==> config.mk <==
export PLATFORM = sky130hd
export DESIGN_NAME = fractal_escape_time_unit
export DESIGN_NICKNAME = d
export VERILOG_FILES = /design/src/hw/rtl/fet_pkg.sv /design/src/hw/rtl/fractal_escape_time_unit.sv
export VERILOG_INCLUDE_DIRS = /design/src /design/src/hw/rtl
export SDC_FILE = /design/constraint.sdc
export NUM_CORES = 2
export LEC_CHECK = 0
export BUFFER_PORTS_ARGS = -buffer_cell sky130_fd_sc_hd__buf_2
export CAP_MARGIN = 25
export CORE_MARGIN = 10
export CORE_UTILIZATION = 40
export DETAILED_ROUTE_END_ITERATION = 8
export PLACE_DENSITY = 0.54
export SLEW_MARGIN = 10
export SYNTH_ARGS = -nofsm -noshare
export SYNTH_HDL_FRONTEND = slang
export SYNTH_SLANG_ARGS = --single-unit
==> constraint.sdc <==
create_clock -name clk -period 10.2 [get_ports clk]
set_input_delay 1.53 -clock clk [delete_from_list [all_inputs] [get_ports clk]]
set_output_delay 1.53 -clock clk [all_outputs]
set_load 0.005 [all_outputs]
==> src/hw/rtl/fractal_escape_time_unit_assert.svh <==
// Assertion macros for the escape-time unit.
// Each macro expects signals clk and arst_n in the using module.
`ifndef FRACTAL_ESCAPE_TIME_UNIT_ASSERT_SVH
`define FRACTAL_ESCAPE_TIME_UNIT_ASSERT_SVH

// Same-cycle implication, checked outside reset.
`define FET_ASSERT_NOW(label, ante, cons, msg) \
	label: assert property (@(posedge clk) disable iff (!arst_n) (ante) |-> (cons)) \
		else $error(msg);

// Next-cycle implication, checked outside reset.
`define FET_ASSERT_NEXT(label, ante, cons, msg) \
	label: assert property (@(posedge clk) disable iff (!arst_n) (ante) |=> (cons)) \
		else $error(msg);

`endif

==> src/hw/rtl/fet_pkg.sv <==
// Shared constants and helpers for the escape-time unit.
// No dependencies.
package fet_pkg;

	localparam int unsigned FRAC_BITS = 26;

	// |z|^2 threshold of 4.0 in Q12.52
	localparam logic [63:0] ESCAPE_SQ = 64'd1 << (2 * FRAC_BITS + 2);

	// Configuration register indexes
	localparam logic [2:0] REG_JULIA_MODE = 3'd0;
	localparam logic [2:0] REG_ITER_LIMIT = 3'd1;
	localparam logic [2:0] REG_X_ORIGIN   = 3'd2;
	localparam logic [2:0] REG_Y_ORIGIN   = 3'd3;
	localparam logic [2:0] REG_SPACING    = 3'd4;
	localparam logic [2:0] REG_JC_REAL    = 3'd5;
	localparam logic [2:0] REG_JC_IMAG    = 3'd6;

	typedef logic signed [44:0] wide_t;
	typedef logic signed [31:0] fix_t;

	// Clamp a wide signed value to the signed 32-bit range
	function automatic fix_t sat32(input wide_t v);
		wide_t hi;
		wide_t lo;
		hi = 45'sd2147483647;
		lo = -45'sd2147483648;
		if (v > hi) begin
			return 32'sh7FFF_FFFF;
		end else if (v < lo) begin
			return -32'sh8000_0000;
		end
		return v[31:0];
	endfunction

endpackage

==> src/hw/rtl/fractal_escape_time_unit.sv <==
// Escape-time iteration unit for Mandelbrot and Julia sets (Q6.26 fixed point).
// Depends on fet_pkg and fractal_escape_time_unit_assert.svh.
//
// Usage:
//   Input stream s_axis_*: one pixel per transaction, column and row indexes.
//   Output stream m_axis_*: one escape count (steps modulo 256) per pixel.
//   Config channel cfg_*: register writes, always ready; write only while idle.
// Sequencing:
//   All multiplies go through one registered 32x32 signed multiplier.
//   Point setup runs through states PX, PY and INIT; every z = z*z + c step
//   runs through SQR, SQI, CHK and UPD (zr*zr, zi*zi, zr*zi with escape
//   check, update), and the final check through SQR, SQI and CHK.
//   Input is taken only in idle: no new pixel until the last one is finished.
// Output:
//   A finished count sits in an output register; the next pixel may be
//   accepted while it waits. If that pixel finishes before the count is
//   taken, the unit holds until the output register frees up.
// Reset:
//   arst_n clears the sequencer and output valid and returns all
//   configuration registers to their defaults (Mandelbrot, limit 255).
`include "fractal_escape_time_unit_assert.svh"

module fractal_escape_time_unit
	import fet_pkg::*;
#(
	parameter int unsigned MAX_WIDTH  = 4096,
	parameter int unsigned MAX_HEIGHT = 4096
) (
	input  logic        clk,
	input  logic        arst_n,
	input  logic        s_axis_tvalid,
	output logic        s_axis_tready,
	input  logic [23:0] s_axis_tdata,   // [11:0] column, [23:12] row
	output logic        m_axis_tvalid,
	input  logic        m_axis_tready,
	output logic [7:0]  m_axis_tdata,   // [7:0] escape_count
	input  logic        cfg_valid,
	output logic        cfg_ready,
	input  logic [2:0]  cfg_index,
	input  logic [31:0] cfg_data
);

	localparam logic [16:0] COL_LIM = 17'(MAX_WIDTH - 1);
	localparam logic [16:0] ROW_LIM = 17'(MAX_HEIGHT - 1);

	localparam logic [3:0] ST_IDLE = 4'd0;
	localparam logic [3:0] ST_PX   = 4'd1;
	localparam logic [3:0] ST_PY   = 4'd2;
	localparam logic [3:0] ST_INIT = 4'd3;
	localparam logic [3:0] ST_SQR  = 4'd4;
	localparam logic [3:0] ST_SQI  = 4'd5;
	localparam logic [3:0] ST_CHK  = 4'd6;
	localparam logic [3:0] ST_UPD  = 4'd7;
	localparam logic [3:0] ST_OUT  = 4'd8;

	// Configuration
	logic        julia_mode_q;
	logic [15:0] iteration_limit_q;
	fix_t        x_origin_q;
	fix_t        y_origin_q;
	logic [30:0] pixel_spacing_q;
	fix_t        julia_c_real_q;
	fix_t        julia_c_imag_q;

	// Sequencer and datapath
	logic [3:0]         state_q;
	logic [11:0]        col_q;
	logic [11:0]        row_q;
	fix_t               px_q;
	fix_t               zr_q;
	fix_t               zi_q;
	fix_t               cr_q;
	fix_t               ci_q;
	logic [15:0]        steps_q;
	logic signed [63:0] mul_q;
	logic signed [63:0] sqr_q;
	logic signed [63:0] sqi_q;
	logic               m_valid_q;
	logic [7:0]         m_data_q;

	fix_t               mul_a;
	fix_t               mul_b;
	logic signed [63:0] mul_prod;
	logic [16:0]        col_ext;
	logic [16:0]        row_ext;
	logic [11:0]        col_clamp;
	logic [11:0]        row_clamp;
	wide_t              coord_sum;
	fix_t               coord_sat;
	logic [63:0]        mag_sum;
	logic               iter_done;
	logic signed [63:0] diff;
	logic signed [63:0] diff_sh;
	logic signed [63:0] prod_sh;
	fix_t               zr_next;
	fix_t               zi_next;
	logic               out_free;
	logic               in_take;

	assign cfg_ready     = 1'b1;
	assign s_axis_tready = (state_q == ST_IDLE);
	assign m_axis_tvalid = m_valid_q;
	assign m_axis_tdata  = m_data_q;
	assign in_take       = s_axis_tvalid && s_axis_tready;
	assign out_free      = !m_valid_q || m_axis_tready;

	// Clamp indexes past the image edge
	always_comb begin
		col_ext   = {5'd0, s_axis_tdata[11:0]};
		row_ext   = {5'd0, s_axis_tdata[23:12]};
		col_clamp = (col_ext > COL_LIM) ? COL_LIM[11:0] : col_ext[11:0];
		row_clamp = (row_ext > ROW_LIM) ? ROW_LIM[11:0] : row_ext[11:0];
	end

	// Shared multiplier operand select
	always_comb begin
		mul_a = '0;
		mul_b = '0;
		unique case (state_q)
			ST_PX: begin
				mul_a = {20'd0, col_q};
				mul_b = {1'b0, pixel_spacing_q};
			end
			ST_PY: begin
				mul_a = {20'd0, row_q};
				mul_b = {1'b0, pixel_spacing_q};
			end
			ST_SQR: begin
				mul_a = zr_q;
				mul_b = zr_q;
			end
			ST_SQI: begin
				mul_a = zi_q;
				mul_b = zi_q;
			end
			ST_CHK: begin
				mul_a = zr_q;
				mul_b = zi_q;
			end
			default: begin
				mul_a = '0;
				mul_b = '0;
			end
		endcase
	end

	assign mul_prod = mul_a * mul_b;

	// Origin plus index times spacing: product is below 2^43
	always_comb begin
		if (state_q == ST_PY) begin
			coord_sum = {{13{x_origin_q[31]}}, x_origin_q} + $signed(mul_q[44:0]);
		end else begin
			coord_sum = {{13{y_origin_q[31]}}, y_origin_q} + $signed(mul_q[44:0]);
		end
		coord_sat = sat32(coord_sum);
	end

	// Escape test: sqr_q holds zr^2, mul_q holds zi^2 during the check
	always_comb begin
		mag_sum   = sqr_q + mul_q;
		iter_done = (steps_q >= iteration_limit_q) || (mag_sum >= ESCAPE_SQ);
	end

	// Step update: floor shifts are arithmetic shifts
	always_comb begin
		diff    = sqr_q - sqi_q;
		diff_sh = diff >>> FRAC_BITS;
		prod_sh = mul_q >>> (FRAC_BITS - 1);
		zr_next = sat32($signed(diff_sh[44:0]) + {{13{cr_q[31]}}, cr_q});
		zi_next = sat32($signed(prod_sh[44:0]) + {{13{ci_q[31]}}, ci_q});
	end

	always_ff @(posedge clk or negedge arst_n) begin
		if (!arst_n) begin
			julia_mode_q      <= 1'b0;
			iteration_limit_q <= 16'd255;
			x_origin_q        <= '0;
			y_origin_q        <= '0;
			pixel_spacing_q   <= 31'd67108;
			julia_c_real_q    <= '0;
			julia_c_imag_q    <= '0;
		end else if (cfg_valid && cfg_ready) begin
			unique case (cfg_index)
				REG_JULIA_MODE: julia_mode_q      <= cfg_data[0];
				REG_ITER_LIMIT: iteration_limit_q <= cfg_data[15:0];
				REG_X_ORIGIN:   x_origin_q        <= cfg_data;
				REG_Y_ORIGIN:   y_origin_q        <= cfg_data;
				REG_SPACING:    pixel_spacing_q   <= cfg_data[30:0];
				REG_JC_REAL:    julia_c_real_q    <= cfg_data;
				REG_JC_IMAG:    julia_c_imag_q    <= cfg_data;
				default: begin
				end
			endcase
		end
	end

	always_ff @(posedge clk or negedge arst_n) begin
		if (!arst_n) begin
			state_q   <= ST_IDLE;
			m_valid_q <= 1'b0;
		end else begin
			// load a finished count, else drop valid once taken
			if (state_q == ST_OUT && out_free) begin
				m_valid_q <= 1'b1;
			end else if (m_axis_tready) begin
				m_valid_q <= 1'b0;
			end
			unique case (state_q)
				ST_IDLE: begin
					if (in_take) begin
						state_q <= ST_PX;
					end
				end
				ST_PX:   state_q <= ST_PY;
				ST_PY:   state_q <= ST_INIT;
				ST_INIT: state_q <= ST_SQR;
				ST_SQR:  state_q <= ST_SQI;
				ST_SQI:  state_q <= ST_CHK;
				ST_CHK:  state_q <= iter_done ? ST_OUT : ST_UPD;
				ST_UPD:  state_q <= ST_SQR;
				ST_OUT: begin
					// hold until the output register frees up
					if (out_free) begin
						state_q <= ST_IDLE;
					end
				end
				default: state_q <= ST_IDLE;
			endcase
		end
	end

	always_ff @(posedge clk) begin
		mul_q <= mul_prod;
		if (in_take) begin
			col_q   <= col_clamp;
			row_q   <= row_clamp;
			steps_q <= '0;
		end
		if (state_q == ST_PY) begin
			px_q <= coord_sat;
		end
		if (state_q == ST_INIT) begin
			if (julia_mode_q) begin
				zr_q <= px_q;
				zi_q <= coord_sat;
				cr_q <= julia_c_real_q;
				ci_q <= julia_c_imag_q;
			end else begin
				zr_q <= '0;
				zi_q <= '0;
				cr_q <= px_q;
				ci_q <= coord_sat;
			end
		end
		if (state_q == ST_SQI) begin
			sqr_q <= mul_q;
		end
		if (state_q == ST_CHK) begin
			sqi_q <= mul_q;
		end
		if (state_q == ST_UPD) begin
			zr_q    <= zr_next;
			zi_q    <= zi_next;
			steps_q <= steps_q + 16'd1;
		end
		if (state_q == ST_OUT && out_free) begin
			m_data_q <= steps_q[7:0];
		end
	end

	`FET_ASSERT_NOW(a_step_within_limit, state_q == ST_UPD, steps_q < iteration_limit_q, "step beyond iteration limit")
	`FET_ASSERT_NEXT(a_accept_starts, in_take, state_q == ST_PX, "accepted pixel did not start setup")
	`FET_ASSERT_NEXT(a_out_load, (state_q == ST_OUT) && out_free, m_axis_tvalid && (m_axis_tdata == $past(steps_q[7:0])), "escape count not loaded")
	`FET_ASSERT_NEXT(a_upd_after_chk, (state_q == ST_CHK) && !iter_done, state_q == ST_UPD, "update did not follow a passing check")

endmodule

==> impl_metrics.py <==
metrics = {
    "sta": {
        "setup_viol": 0,
        "worst_pin_slew_ps": 1080,
        "hold_viol_final": 0,
        "relSlewSlack_pct": 28.2,
        "drv_slew": 0,
        "final.min_clock_period_ps": 9780,
        "finalSetupTns_ps": 0,
        "clock_skew_ps": 53.9,
        "post-route-period-util_pct": 95.9,
        "max_freq_mhz": 102,
        "rsz0062_at_grt": "no",
    },
    "synthesis": {
        "synthFlopType": "edfxtp_1",
        "yosys.area.top_type": "fa_1",
        "synth_area_um2": 68400,
        "async_flop_share_pct": 31.2,
        "ys_seq_area_share_pct": 23.3,
        "syn_nets": 8542,
        "synth_warnings": 0,
        "yosys.area.top_type_share_pct": 31.8,
        "synth.avg_cell_area_um2": 9.84,
        "synth_edf_count": 336,
        "ys_ff_latch": 581,
        "syn_inst": 6945,
        "synthTopCellsByArea": "fa_1 32%, edfxtp_1 15%, ha_1 8.2%",
        "synthDistinctLibCells": 104,
    },
    "cells_and_area": {
        "syn_to_final_growth_pct": 9.38,
        "nets": 8630,
        "multi_input_area_um2": 47100,
        "final_common_cell": "inv_1",
        "n_fill_cell": 16374,
        "layout_common_cells": "1169 x inv_1, 1085 x fa_1, 805 x nand2_1",
        "register_area_um2": 15900,
        "layout-drive-gt1-share_pct": 10.7,
        "final_util_pct": 44.1,
    },
    "die": {
        "rows": 151,
        "die_h_um": 433,
        "die_area_um2": 188000,
        "die_x_um": 433,
        "io_pins": 75,
        "initial_core_util_pct": 40.3,
        "fp.coreArea_um2": 170000,
    },
    "global_routing": {
        "antenna_found_initial": 13,
        "overflow": 0,
        "met1_usage_pct": 36.3,
        "grt_pass1_wl_um": 354000,
        "grt_pass1_vias": 53330,
        "grt-busiest-layer": "met2",
        "grt_use_met3_pct": 3.86,
        "grtUsageMet2_pct": 39.9,
        "grt_max_degree": 109,
        "grt_usage_pct": 25.3,
    },
    "detailed_routing": {
        "drc": 0,
        "vias": 51105,
        "viasPerCell": 5.49,
        "routedWlPerCell_um": 25.4,
        "wl_um": 237000,
        "drtIter0Drc": 4386,
        "ant_nets": 0,
        "drt_pre_antenna_iters": 6,
    },
    "clock_tree": {
        "worstSkewPairLatency_ps": 680,
        "cts_made_buffers": 61,
        "htreeDepth": 2,
        "clk_pin_slew_ps": 60,
        "cts_tree": "built",
        "cts_sinks": 581,
        "cts_max_path_buffers": 3,
        "cts_hold_buffers": 0,
        "root_buffer": "clkbuf_16",
    },
    "placement": {
        "place_congestion": 0.973,
        "port-buffer-count": 73,
        "hpwl_um": 197000,
    },
    "critical_path": {
        "cpMostUsedCell": "fa_1",
        "critPathMaxFanout": 21,
        "startpoint_type": "flip-flop",
        "r2r_slack_ps": 420,
        "crit_required_ps": 10750,
        "r2r-start": "state_q[0]",
        "cpMaxStageDelayCell": "fa_1",
        "crit_type": "reg -> reg",
        "regToRegEndpoint": "mul_q[58]",
        "max_stage_delay_ps": 670,
        "arrival_ps": 10320,
        "ff2ff_path_depth": 29,
        "endpoint_kind": "flip-flop",
    },
    "hold_path": {
        "whs_endpoint": "y_origin_q[31]",
        "hp-class": "reg -> reg",
        "min-delay-start": "y_origin_q[31]",
        "holdPathStages": 1,
    },
    "run_status": {
        "status": "finished clean",
    },
    "run": {
        "drv_cap": 0,
    },
}
registers in the layout, summed over array words and instances (netlist names), 4 cells and up:
name               flops
pixel_spacing_q       31
steps_q               16
zi_q                  32
julia_c_real_q        32
m_axis_tdata           8
sqi_q                 64
row_q                 12
cr_q                  32
mul_q                 64
julia_c_imag_q        32
col_q                 12
zr_q                  32
x_origin_q            32
sqr_q                 64
y_origin_q            32
px_q                  32
iteration_limit_q     16
state_q                4
ci_q                  32
layer usage:
metal  wire length (µm)  vias to the layer above
met5                 15                        -
met4               6920                        2
met3              18300                      301
met2             107000                     2014
met1             105000                    26206
li1                   -                    22582
Yosys cell counts (28+ instances only):
| cell | number |
|---|---|
| inv_1 | 1170 |
| fa_1 | 1086 |
| nand2_1 | 806 |
| nor2_1 | 676 |
| ha_1 | 447 |
| edfxtp_1 | 336 |
| a21oi_1 | 262 |
| clkbuf_1 | 255 |
| mux2_2 | 226 |
| dfrtp_1 | 168 |
| o21ai_0 | 154 |
| xnor2_1 | 135 |
| a21o_1 | 105 |
| xor2_1 | 88 |
| a22oi_1 | 73 |
| nor2b_1 | 67 |
| and2_1 | 66 |
| dfxtp_1 | 64 |
| nor3_1 | 61 |
| nand3_1 | 56 |
| nand2b_1 | 54 |
| nand4_1 | 50 |
| o21bai_1 | 38 |
| o211ai_1 | 36 |
| a211oi_1 | 34 |
| a221o_1 | 30 |
| o21a_1 | 30 |
| a31oi_1 | 28 |
worst max-delay path, delay by kind of cell, from the launching register on:
| family | cells | cell delay, ps |
|---|---|---|
| adders and majority gates | 9 | 4590 |
| and+or+nand+nor | 6 | 1980 |
| AOI/OAI and AO/OA | 9 | 1830 |
| buffers and inverters | 4 | 670 |
| DFF | 1 | 380 |
| xor gates and xnor gates | 1 | 140 |
repair_timing:
action	4_1_cts	5_1_grt
pin swaps	0	1
setup endpoints to repair	2	14
cloned	0	1
gates resized for setup	2	22
buffers inserted	0	1
cells by family after synthesis:
group / Yosys count / share of synthesized area [%]
AOI/OAI and AO/OA: 975 / 9.68
xor gates and xnor gates: 224 / 2.88
adders and majority gates: 1533 / 40.0
buffers and inverters: 1461 / 8.09
DFF: 581 / 23.3
muxes: 230 / 3.78
other: 1 / 0.00549
and+or+nand+nor: 1940 / 12.3
per-stage QoR:
stage / hold slack, ps / setup WS [ps] / cells / cell area [µm²]
global placement: 482 / -333 / 9179 / 72400
global route: 514 / 9.21 / 9304 / 74800
floorplan: 458 / 435 / 6945 / 68400
detailed placement: 488 / -26.8 / 9184 / 72400
CTS: 502 / 99.0 / 9300 / 74600
finish: 501 / 421 / 9307 / 74800
worst max path at each step:
stage | slack (ps) | end | startpoint
after global routing | 9 | mul_q[58] | state_q[0]
after CTS | 100 | mul_q[58] | state_q[2]
after detailed placement | -30 | mul_q[58] | state_q[2]
after floorplan | 430 | mul_q[58] | state_q[2]
final | 420 | mul_q[58] | state_q[0]
after global placement | -330 | mul_q[58] | state_q[2]
final cells by class:
class,count,share of cell area (%)
antenna,3,0.0100
clock buffer,78,2.29
clock inverter,38,0.638
inverter,1171,5.88
multi-input combinational,4903,63.0
sequential,581,21.3
tap,2218,3.71
timing repair buffer,315,3.21
Power is not shown: default switching activity piles up to over one toggle a cycle in this logic, so the estimate is an artifact.
